`config.mk`:
```
export PLATFORM = sky130hd
export DESIGN_NAME = button_bellows_midi_note_mapper_flat
export DESIGN_NICKNAME = d
export VERILOG_FILES = /design/src/sv/bbnm_pkg.sv /design/src/sv/bbnm_req_if.sv /design/src/sv/bbnm_rsp_if.sv /design/src/sv/bbnm_pitch.sv /design/src/sv/button_bellows_midi_note_mapper.sv /design/src/flat_wrapper.sv
export SDC_FILE = /design/constraint.sdc
export NUM_CORES = 1
export LEC_CHECK = 0
export BUFFER_PORTS_ARGS = -buffer_cell sky130_fd_sc_hd__buf_2
export CORE_UTILIZATION = 56
export DETAILED_ROUTE_END_ITERATION = 12
export HOLD_SLACK_MARGIN = 0.1
export PLACE_DENSITY = 0.76
export SLEW_MARGIN = 15
export SYNTH_ARGS = -nofsm -noshare
export SYNTH_HDL_FRONTEND = slang
export SYNTH_SLANG_ARGS = --single-unit
export TNS_END_PERCENT = 10
```
`constraint.sdc`:
```
create_clock -name clock -period 4.35 [get_ports clock]
set_clock_uncertainty 0.2 [all_clocks]
set_input_delay 0.2175 -clock clock [delete_from_list [all_inputs] [get_ports clock]]
set_output_delay 0.2175 -clock clock [all_outputs]
set_load 0.005 [all_outputs]
```
`src/sv/bbnm_pkg.sv`:
```
// ---------------------------------------------------------------------------
// bbnm_pkg
// shared widths, codes and note tables of the button box note mapper
// ---------------------------------------------------------------------------
`default_nettype none

package bbnm_pkg;

   localparam int NUM_BUTTONS = 12;

   // field widths
   localparam int KIND_W   = 3;
   localparam int BUTTON_W = 4;
   localparam int ROW_W    = 4;
   localparam int NOTE_W   = 7;
   localparam int MSG_W    = 2;
   localparam int KEY_W    = 3;
   localparam int CSR_IDX_W  = 2;
   localparam int CSR_DATA_W = 7;

   // input event kinds
   localparam logic [KIND_W-1:0] KIND_DOWN    = 3'd0;
   localparam logic [KIND_W-1:0] KIND_UP      = 3'd1;
   localparam logic [KIND_W-1:0] KIND_PUSH    = 3'd2;
   localparam logic [KIND_W-1:0] KIND_RELEASE = 3'd3;
   localparam logic [KIND_W-1:0] KIND_LOST    = 3'd4;
   localparam logic [KIND_W-1:0] KIND_SELECT  = 3'd5;

   // result message kinds
   localparam logic [MSG_W-1:0] MSG_NOTE_ON  = 2'd0;
   localparam logic [MSG_W-1:0] MSG_NOTE_OFF = 2'd1;
   localparam logic [MSG_W-1:0] MSG_ALL_OFF  = 2'd2;
   localparam logic [MSG_W-1:0] MSG_PROGRAM  = 2'd3;

   // register indexes
   localparam logic [CSR_IDX_W-1:0] CSR_REVERSE = 2'd0;
   localparam logic [CSR_IDX_W-1:0] CSR_KEY     = 2'd1;
   localparam logic [CSR_IDX_W-1:0] CSR_VOLUME  = 2'd2;

   // register reset values
   localparam logic [KEY_W-1:0]  KEY_RESET    = 3'd3;
   localparam logic [NOTE_W-1:0] VOLUME_RESET = 7'd127;

   // note of a row, pull column (push = 0) or push column (push = 1)
   function automatic logic [NOTE_W-1:0] note_of(input logic [ROW_W-1:0] row,
                                                 input logic push);
      logic [NOTE_W-1:0] pull_note;
      logic [NOTE_W-1:0] push_note;
      case (row)
         4'd0:    begin pull_note = 7'd48; push_note = 7'd53; end
         4'd1:    begin pull_note = 7'd52; push_note = 7'd57; end
         4'd2:    begin pull_note = 7'd55; push_note = 7'd59; end
         4'd3:    begin pull_note = 7'd60; push_note = 7'd62; end
         4'd4:    begin pull_note = 7'd64; push_note = 7'd65; end
         4'd5:    begin pull_note = 7'd67; push_note = 7'd69; end
         4'd6:    begin pull_note = 7'd72; push_note = 7'd71; end
         4'd7:    begin pull_note = 7'd76; push_note = 7'd74; end
         4'd8:    begin pull_note = 7'd79; push_note = 7'd77; end
         4'd9:    begin pull_note = 7'd84; push_note = 7'd81; end
         4'd10:   begin pull_note = 7'd88; push_note = 7'd83; end
         4'd11:   begin pull_note = 7'd91; push_note = 7'd86; end
         default: begin pull_note = 7'd0;  push_note = 7'd0;  end
      endcase
      return push ? push_note : pull_note;
   endfunction

   // transposition of a key, unused code transposes by zero
   function automatic logic signed [3:0] key_offset(input logic [KEY_W-1:0] key);
      case (key)
         3'd0:    return 4'sd3;
         3'd1:    return -4'sd2;
         3'd2:    return 4'sd5;
         3'd3:    return 4'sd0;
         3'd4:    return -4'sd5;
         3'd5:    return 4'sd2;
         3'd6:    return -4'sd3;
         default: return 4'sd0;
      endcase
   endfunction

endpackage

`default_nettype wire

```
`src/sv/bbnm_req_if.sv`:
```
// ---------------------------------------------------------------------------
// bbnm_req_if
// input event channel: valid, ready and the event payload
// ---------------------------------------------------------------------------
`default_nettype none

interface bbnm_req_if import bbnm_pkg::*; ();
   logic                 valid;
   logic                 ready;
   logic [KIND_W-1:0]    kind;
   logic [BUTTON_W-1:0]  button;
   logic [NOTE_W-1:0]    program_req;

   modport source (output valid, kind, button, program_req, input ready);
   modport sink   (input valid, kind, button, program_req, output ready);
endinterface

`default_nettype wire

```
`src/sv/bbnm_rsp_if.sv`:
```
// ---------------------------------------------------------------------------
// bbnm_rsp_if
// result message channel: valid, ready and the message payload
// ---------------------------------------------------------------------------
`default_nettype none

interface bbnm_rsp_if import bbnm_pkg::*; ();
   logic               valid;
   logic               ready;
   logic [MSG_W-1:0]   msg_kind;
   logic [NOTE_W-1:0]  note;
   logic [NOTE_W-1:0]  velocity;
   logic               last;

   modport source (output valid, msg_kind, note, velocity, last, input ready);
   modport sink   (input valid, msg_kind, note, velocity, last, output ready);
endinterface

`default_nettype wire

```
`src/sv/bbnm_pitch.sv`:
```
// ---------------------------------------------------------------------------
// bbnm_pitch
// shared pitch unit: table lookup by row and bellows, plus key transposition
// ---------------------------------------------------------------------------
`default_nettype none

module bbnm_pitch import bbnm_pkg::*; (
   input  wire logic [ROW_W-1:0]  row,
   input  wire logic              pushed,
   input  wire logic [KEY_W-1:0]  key,
   output logic      [NOTE_W-1:0] note
);

   logic signed [NOTE_W:0] base;
   logic signed [NOTE_W:0] sum;

   // table note plus signed key offset, kept to seven bits
   assign base = signed'({1'b0, note_of(row, pushed)});
   assign sum  = base + (NOTE_W+1)'(key_offset(key));
   assign note = sum[NOTE_W-1:0];

endmodule

`default_nettype wire

```
`src/sv/button_bellows_midi_note_mapper.sv`:
```
// ---------------------------------------------------------------------------
// button_bellows_midi_note_mapper
// button and bellows events of a button box in, note messages out
// ---------------------------------------------------------------------------
// One event is taken at a time; req.ready is high only while the sequencer is
// idle, and a finished message may still wait in the output register then.
// A button event passes through ST_NOTE (transfer, then one message), a program
// select through ST_PROG, focus lost through ST_ALLOFF. A bellows change emits
// all-notes-off and then walks the held-button mask one row per cycle through
// the shared pitch unit, pausing on a held row while the output is stalled.
// Repeated presses, releases of free buttons, unchanged bellows, buttons out
// of range and unused kinds produce no message and leave the block idle. The
// user must write registers through csr_we, csr_index and csr_wdata only while
// no event is in progress; the block itself does not enforce this.
`default_nettype none

module button_bellows_midi_note_mapper import bbnm_pkg::*; (
   input  wire logic                  clock,
   input  wire logic                  reset,
   bbnm_req_if.sink                   req,
   bbnm_rsp_if.source                 rsp,
   input  wire logic                  csr_we,
   input  wire logic [CSR_IDX_W-1:0]  csr_index,
   input  wire logic [CSR_DATA_W-1:0] csr_wdata
);

   typedef enum logic [2:0] {
      ST_IDLE,
      ST_NOTE,
      ST_ALLOFF,
      ST_PROG,
      ST_SCAN
   } state_type;

   state_type               state_ff,     state_in;
   logic [NUM_BUTTONS-1:0]  held_ff,      held_in;
   logic                    pushed_ff,    pushed_in;
   logic [NUM_BUTTONS-1:0]  mask_ff,      mask_in;
   logic [ROW_W-1:0]        row_ff,       row_in;
   logic [MSG_W-1:0]        msg_ff,       msg_in;
   logic [NOTE_W-1:0]       prog_ff,      prog_in;
   logic                    reverse_ff,   reverse_in;
   logic [KEY_W-1:0]        key_ff,       key_in;
   logic [NOTE_W-1:0]       volume_ff,    volume_in;
   logic                    rsp_valid_ff, rsp_valid_in;
   logic [MSG_W-1:0]        rsp_kind_ff,  rsp_kind_in;
   logic [NOTE_W-1:0]       rsp_note_ff,  rsp_note_in;
   logic [NOTE_W-1:0]       rsp_vel_ff,   rsp_vel_in;
   logic                    rsp_last_ff,  rsp_last_in;

   logic                    slot_free;
   logic [ROW_W-1:0]        req_row;
   logic [NUM_BUTTONS-1:0]  mask_clr;
   logic [NOTE_W-1:0]       pitch;

   // shared pitch unit, always looks at the current row
   bbnm_pitch u_pitch (
      .row    (row_ff),
      .pushed (pushed_ff),
      .key    (key_ff),
      .note   (pitch)
   );

   assign req.ready    = (state_ff == ST_IDLE);
   assign rsp.valid    = rsp_valid_ff;
   assign rsp.msg_kind = rsp_kind_ff;
   assign rsp.note     = rsp_note_ff;
   assign rsp.velocity = rsp_vel_ff;
   assign rsp.last     = rsp_last_ff;

   assign slot_free = !rsp_valid_ff || rsp.ready;
   assign req_row   = reverse_ff ? req.button
                                 : ROW_W'(NUM_BUTTONS - 1) - req.button;
   assign mask_clr  = mask_ff & ~(NUM_BUTTONS'(1) << row_ff);

   // sequencer and configuration next state
   always_comb begin
      state_in     = state_ff;
      held_in      = held_ff;
      pushed_in    = pushed_ff;
      mask_in      = mask_ff;
      row_in       = row_ff;
      msg_in       = msg_ff;
      prog_in      = prog_ff;
      reverse_in   = reverse_ff;
      key_in       = key_ff;
      volume_in    = volume_ff;
      rsp_valid_in = rsp_valid_ff && !rsp.ready;
      rsp_kind_in  = rsp_kind_ff;
      rsp_note_in  = rsp_note_ff;
      rsp_vel_in   = rsp_vel_ff;
      rsp_last_in  = rsp_last_ff;

      case (state_ff)
         ST_IDLE: begin
            if (req.valid) begin
               case (req.kind)
                  KIND_DOWN, KIND_UP: begin
                     if (req.button < BUTTON_W'(NUM_BUTTONS)) begin
                        row_in = req_row;
                        if (req.kind == KIND_DOWN && !held_ff[req_row]) begin
                           held_in[req_row] = 1'b1;
                           msg_in           = MSG_NOTE_ON;
                           state_in         = ST_NOTE;
                        end else if (req.kind == KIND_UP && held_ff[req_row]) begin
                           held_in[req_row] = 1'b0;
                           msg_in           = MSG_NOTE_OFF;
                           state_in         = ST_NOTE;
                        end
                     end
                  end
                  KIND_PUSH, KIND_RELEASE: begin
                     if (pushed_ff != (req.kind == KIND_PUSH)) begin
                        pushed_in = (req.kind == KIND_PUSH);
                        mask_in   = held_ff;
                        row_in    = '0;
                        state_in  = ST_ALLOFF;
                     end
                  end
                  KIND_LOST: begin
                     held_in  = '0;
                     mask_in  = '0;
                     state_in = ST_ALLOFF;
                  end
                  KIND_SELECT: begin
                     prog_in  = req.program_req;
                     state_in = ST_PROG;
                  end
                  default: begin
                  end
               endcase
            end
         end
         // single note on or note off
         ST_NOTE: begin
            if (slot_free) begin
               rsp_valid_in = 1'b1;
               rsp_kind_in  = msg_ff;
               rsp_note_in  = pitch;
               rsp_vel_in   = volume_ff;
               rsp_last_in  = 1'b1;
               state_in     = ST_IDLE;
            end
         end
         // all notes off, last when nothing follows
         ST_ALLOFF: begin
            if (slot_free) begin
               rsp_valid_in = 1'b1;
               rsp_kind_in  = MSG_ALL_OFF;
               rsp_note_in  = '0;
               rsp_vel_in   = '0;
               rsp_last_in  = (mask_ff == '0);
               state_in     = (mask_ff == '0) ? ST_IDLE : ST_SCAN;
            end
         end
         ST_PROG: begin
            if (slot_free) begin
               rsp_valid_in = 1'b1;
               rsp_kind_in  = MSG_PROGRAM;
               rsp_note_in  = prog_ff;
               rsp_vel_in   = '0;
               rsp_last_in  = 1'b1;
               state_in     = ST_IDLE;
            end
         end
         // walk held rows in ascending order, one row per cycle unless the output stalls
         ST_SCAN: begin
            if (mask_ff[row_ff]) begin
               if (slot_free) begin
                  rsp_valid_in = 1'b1;
                  rsp_kind_in  = MSG_NOTE_ON;
                  rsp_note_in  = pitch;
                  rsp_vel_in   = volume_ff;
                  rsp_last_in  = (mask_clr == '0);
                  mask_in      = mask_clr;
                  row_in       = row_ff + 1'b1;
                  if (mask_clr == '0) begin
                     state_in = ST_IDLE;
                  end
               end
            end else begin
               row_in = row_ff + 1'b1;
            end
         end
         default: begin
            state_in = ST_IDLE;
         end
      endcase

      // register writes
      if (csr_we) begin
         case (csr_index)
            CSR_REVERSE: reverse_in = csr_wdata[0];
            CSR_KEY:     key_in     = csr_wdata[KEY_W-1:0];
            CSR_VOLUME:  volume_in  = csr_wdata[NOTE_W-1:0];
            default: begin
            end
         endcase
      end
   end

   // state, configuration and output register
   always_ff @(posedge clock) begin
      if (reset) begin
         state_ff     <= ST_IDLE;
         held_ff      <= '0;
         pushed_ff    <= 1'b0;
         reverse_ff   <= 1'b0;
         key_ff       <= KEY_RESET;
         volume_ff    <= VOLUME_RESET;
         rsp_valid_ff <= 1'b0;
      end else begin
         state_ff     <= state_in;
         held_ff      <= held_in;
         pushed_ff    <= pushed_in;
         reverse_ff   <= reverse_in;
         key_ff       <= key_in;
         volume_ff    <= volume_in;
         rsp_valid_ff <= rsp_valid_in;
      end
      mask_ff     <= mask_in;
      row_ff      <= row_in;
      msg_ff      <= msg_in;
      prog_ff     <= prog_in;
      rsp_kind_ff <= rsp_kind_in;
      rsp_note_ff <= rsp_note_in;
      rsp_vel_ff  <= rsp_vel_in;
      rsp_last_ff <= rsp_last_in;
   end

endmodule

`default_nettype wire

```
`src/flat_wrapper.sv`:
```
// flat-port wrapper written by rule: the top's interface ports become plain ports
module button_bellows_midi_note_mapper_flat import bbnm_pkg::*;
  (clock, reset, csr_we, csr_index, csr_wdata, req_valid, req_kind, req_button, req_program_req, req_ready, rsp_valid, rsp_msg_kind, rsp_note, rsp_velocity, rsp_last, rsp_ready);
  bbnm_req_if req_i ();
  bbnm_rsp_if rsp_i ();
  input  wire logic clock;
  input  wire logic reset;
  input  wire logic csr_we;
  input  wire logic [CSR_IDX_W-1:0] csr_index;
  input  wire logic [CSR_DATA_W-1:0] csr_wdata;
  input wire logic [$bits(req_i.valid)-1:0] req_valid;
  input wire logic [$bits(req_i.kind)-1:0] req_kind;
  input wire logic [$bits(req_i.button)-1:0] req_button;
  input wire logic [$bits(req_i.program_req)-1:0] req_program_req;
  output wire logic [$bits(req_i.ready)-1:0] req_ready;
  output wire logic [$bits(rsp_i.valid)-1:0] rsp_valid;
  output wire logic [$bits(rsp_i.msg_kind)-1:0] rsp_msg_kind;
  output wire logic [$bits(rsp_i.note)-1:0] rsp_note;
  output wire logic [$bits(rsp_i.velocity)-1:0] rsp_velocity;
  output wire logic [$bits(rsp_i.last)-1:0] rsp_last;
  input wire logic [$bits(rsp_i.ready)-1:0] rsp_ready;
  assign req_i.valid = req_valid;
  assign req_i.kind = req_kind;
  assign req_i.button = req_button;
  assign req_i.program_req = req_program_req;
  assign req_ready = req_i.ready;
  assign rsp_valid = rsp_i.valid;
  assign rsp_msg_kind = rsp_i.msg_kind;
  assign rsp_note = rsp_i.note;
  assign rsp_velocity = rsp_i.velocity;
  assign rsp_last = rsp_i.last;
  assign rsp_i.ready = rsp_ready;
  button_bellows_midi_note_mapper u_core (.clock(clock), .reset(reset), .req(req_i), .rsp(rsp_i), .csr_we(csr_we), .csr_index(csr_index), .csr_wdata(csr_wdata));
endmodule
```
Word-level counts from Yosys, hierarchy flattened. Memories as Yosys holds them, arrays and structs flattened. A register that Yosys moved wholly into a read port is not among the register bits. Index checks and enable logic that the tools add are counted.

Flip-flop bits (word level): 69. Bits in latches: 0. Bits in writable memories: 0. ROM bits: 224. Input bits: 28. Output and inout port bits: 19. Word-level logic and storage cells: 166. Memories: 1.

Memories: (no name shown) (depth 16, width 14, read ports 1, clocked after memory_dff 1, wr ports 0, RTL line bbnm_pkg.sv:49) `case (row)`.

Add/sub/neg operators: 3. Multipliers: 0. Divide/modulo/power cells: 0. $lt $le $gt $ge: 4. Equal/unequal tests: 35. Shift operators: 1. Muxes and demuxes: 63. Bitwise operators: 5. Reduce and logical (&&, ||, !) cells: 39.

Operators by type and width (count): 12-bit two-way mux (7); 12-bit one-hot mux with 2 select lines (3); 7-bit two-way mux (7); 3-bit two-way mux (11); 4-bit two-way mux (7); 7-bit one-hot mux with 4 select lines (1); 12-bit AND (2); 12-bit logical NOT (2); 12-bit NOT (2); 3-bit one-hot mux with 4 select lines (2); 4-bit one-hot mux with 6 select lines (1); 7-bit one-hot mux with 3 select lines (1); 3-bit == test (second input constant) (6); 2-bit by 1-bit inequality test with 1-bit output (second input constant) (9); 6-bit AND reduction (3); 4-bit one-hot mux with 2 select lines (2); 3-bit by 2-bit == test with 1-bit output (second input constant) (5); 5-bit AND reduction (3); 12-bit OR (1); 1-bit by 4-bit left shift with 12-bit output (first input constant) (1); 4-bit by 5-bit less-than comparator with 1-bit output (second input constant) (2); 1-bit two-way mux (10); 2-bit two-way mux (5); 10-bit AND reduction (1); 32 further kinds (56).

Logic depth before layout (Yosys ltp).
Depth after elaboration: 12. Gate-level depth with buffers: 12.

By module. Synthesis repeated with hierarchy kept, for this count alone.

Cells, all modules: 532. Area total of the unflattened synthesis: 4745.8 um^2.

By module, submodules not included: button_bellows_midi_note_mapper (instances 1, cells each 453, area each 4189.0 um^2); bbnm_pitch (instances 1, cells each 79, area each 556.8 um^2).

Worst setup path before layout. No wires, ideal clock.

Path type: register to register. Start point: register u_core.row_ff[0]. End point: register u_core.mask_ff[0] (enable). Library setup time: 0.399 ns. Arrival: 2.319 ns. Required time: 3.751 ns. Path slack: 1.432 ns. Cell stages (with the launch flop): 7. Cell sequence: edfxtp_1 > buf_2 > or2_0 > o221a_2 > o22ai_1 > nand3_1 > a21boi_0.

Longest elaborated chain between the ends: 4.

Ends and longest elaborated chain: from (decl) (RTL line button_bellows_midi_note_mapper.sv:39) `logic [ROW_W-1:0] row_ff, row_in;`; from (signal assigned) (RTL line button_bellows_midi_note_mapper.sv:222) `row_ff <= row_in;`; 1-bit binary-select mux with 4-bit select (RTL line button_bellows_midi_note_mapper.sv:168) `if (mask_ff[row_ff]) begin`; 1-bit two-way mux (not written as such) (RTL line button_bellows_midi_note_mapper.sv:168); 2-bit by 1-bit inequality test with 1-bit output (no source line); 6-bit AND reduction (no source line); to (signal assigned) (RTL line button_bellows_midi_note_mapper.sv:221) `mask_ff <= mask_in;`; to (decl) (RTL line button_bellows_midi_note_mapper.sv:38) `logic [NUM_BUTTONS-1:0] mask_ff, mask_in;`.

Every way passes these cells. The select of a mux whose other input is x is not followed. A chain may end at the register's enable or synchronous reset.

==> metrics.txt <==
Cells on Worst Hold Path 4; status finished, final reports clean; Post-DRT Antenna Nets 0; RSZ-0062 raised after global routing false; gpl congestion 0.934; final slew viol count 0; CTS sink cnt 79; Cell Area, Synth roughly 0.0048 mm2; ys async rst share 0%; Least-Margin Pin Slew around 0.93 ns; Pwr per Cell Area 410 mW/mm2; Final Non-Filler Cells 664; maximum vdd ir drop 0.284 mV; Hold Crit Class in2reg; DR WL/cell 17.1 um; Synth Area in XOR/XNOR 1.82%; dpl hpwl 8200 um; final setup fails 0; Post-synth top cells 54 x nand2_1, 41 x edfxtp_1, 38 x dfxtp_1; row cnt 33; Lkg Pwr 0.00228 uW; vias in the first global route 3860; Reg2Reg Depth 9; post-synth top area cell edfxtp_1; first-pass GRT wire length 18600 um; CTS root buffer clkbuf_8; CTS tree yes; yosys warns 0; Yosys top cell area share 25.6%; clk slew on worst S/H paths 0.09 ns; Post-Synth Adder-Cell Area about 4.6%; overall routing resource usage 27.0%; largest net degree at the start of global routing 24; multiplexer share of the synthesized area ~4%; Layout Nets 599; share of layout cells above drive strength 1 16.8%; Relative slew margins around two fifths; simple-gate share of the synthesized area 21.3%; Core ar. 0.00826 mm2; total grt overflow 0; Max Clk Rate just over 300 MHz; Vias just over 4000; Syn Nets 544; TritonCTS Buffers 9; Inst Count DP 625; initial DRC count 187; Arr. time, crit path 3.28 ns; syn avg cell area 9.62 um2; H-tree depth 3; hold slack 0.135 ns; critical path class reg2reg; fin area 0.00549 mm2; FF+latch count, synth 79; startpoint types register; crit-path max FO 11; DRT Wirelength between 10000 and 15000 um; clk_lat worst skew 0.36 ns; Seq/Total Area, Yosys between 40% and 50%; setup bufs post-CTS 0; top-count cell post-synth nand2_1; WP data required 4.36 ns; complex-gate fraction of the synthesized area 21.5%; Die W 94.6 um; CP endpoint kind register; pre-CTS WS 1.08 ns; cts repair resizes 0; n_diodes 0; Vias/cell 6.09; port buffer count between 40 and 50; placed instance area 0.00504 mm2; TritonRoute pass-1 iters 5; Initial Util 58.1%; post-layout min period 3.28 ns; Top FF cell, synth edfxtp_1; Worst Slack Setup Final 1.07 ns; synth top area cells edfxtp_1 26%, dfxtp_1 16%, nand2_1 4.2%, ha_1 4.2%, nor2_1 2.9%; Longest Clk Path Bufs 2; largest family of logic cells by synthesized area compound AO/OA/AOI/OAI gates; final hold vios 0; Synth Instances 499; die extent in y 94.6 um; area grow syn2layout 14.3%; fin crit share 75.3%; Die Area 0.00895 mm2; synth unique cells 76; # DRC 0; number of synthesized flops with an enable pin a little over 40; setup TNS 0 ns; max-cap violation count 0; Ports 47; antenna violations before repair 0
kinds of logic (layout without fill, tap and decap cells):
| kind of cell | count (synthesis) | count (layout) |
|---|---|---|
| mux | 16 | 16 |
| simple gates | 189 | 189 |
| buf+inv | 54 | 114 |
| fa+ha+maj | 17 | 17 |
| compound gates | 134 | 134 |
| flops | 79 | 79 |
| xor+xnor | 10 | 10 |
per-layer routing:
layer	part of all wire [%]	wire length, um	GRT usage (%)
met5	0	0	0
met4	2.3	258	10.7
met3	4.8	551	4.67
met2	51	5780	47.5
met1	42	4780	32.7
sequential cells by signal, indices dropped and copies added, names as in the netlist, 2 cells and up, named ones only:
name,cells
u_core.held_ff,12
u_core.mask_ff,12
u_core.prog_ff,7
u_core.rsp.note,7
u_core.rsp.velocity,7
u_core.volume_ff,7
u_core.row_ff,4
u_core.key_ff,3
u_core.state_ff,3
u_core.u_pitch.base,3
u_core.rsp.msg_kind,2
where the power goes:
part / switching, uW / internal (uW) / total (uW)
clock: 286 / 327 / 613
combinational: 359 / 258 / 617
sequential: 90.7 / 932 / 1020
placed cells by master (no fill, tap or decap), types with 16 or more instances in the layout:
cell / synthesis / final
a21oi_1: 24 / 24
ha_1: 16 / 16
inv_1: 22 / 22
nor2_1: 37 / 37
buf_2: 8 / 46
dfxtp_1: 38 / 38
nand2_1: 54 / 54
edfxtp_1: 41 / 41
o21ai_0: 27 / 27
dlygate4sd3_1: 0 / 23
through the flow:
stage               utilization, %  total power, uW
finish                        66.5             2250
global route                  66.5             2370
CTS                           66.4             2260
detailed placement            61.0             1640
global placement              61.0             1610
floorplan                        -             1460
worst max-delay path, stage by stage, from the launching register on:
cell and delay [ns]:
edfxtp_1 0.60, mux4_2 0.60, o2111ai_2 0.23, o41ai_4 0.13, or2_4 0.27, o21ai_1 0.43, inv_1 0.17, ha_1 0.24
mux2i_1 0.16, o22ai_1 0.10
timing repair:
item / CTS / global route
hold buffers: 23 / 0
endpoints found under the hold margin: 23 / 0
endpoints found under the setup margin: 0 / 0
final timing paths:
path,slack (ns),endpoint,from
max,1.07,register,u_core.row_ff[0]
min,0.14,u_core.reverse_ff,csr_we
max reg2reg,1.07,register,u_core.row_ff[0]
min reg2reg,0.28,u_core.volume_ff[4],u_core.volume_ff[4]
final cells by class:
type                    instances  area [um2]
clock inverters                 6        90.1
well taps                     105         131
fillers                       657        2770
multi-input cells             366        2560
repair buffers                 73         490
inverters                      25        93.8
clock buffers                  10         128
flip-flops and latches         79        1990
(Power assumes the default switching activity.)
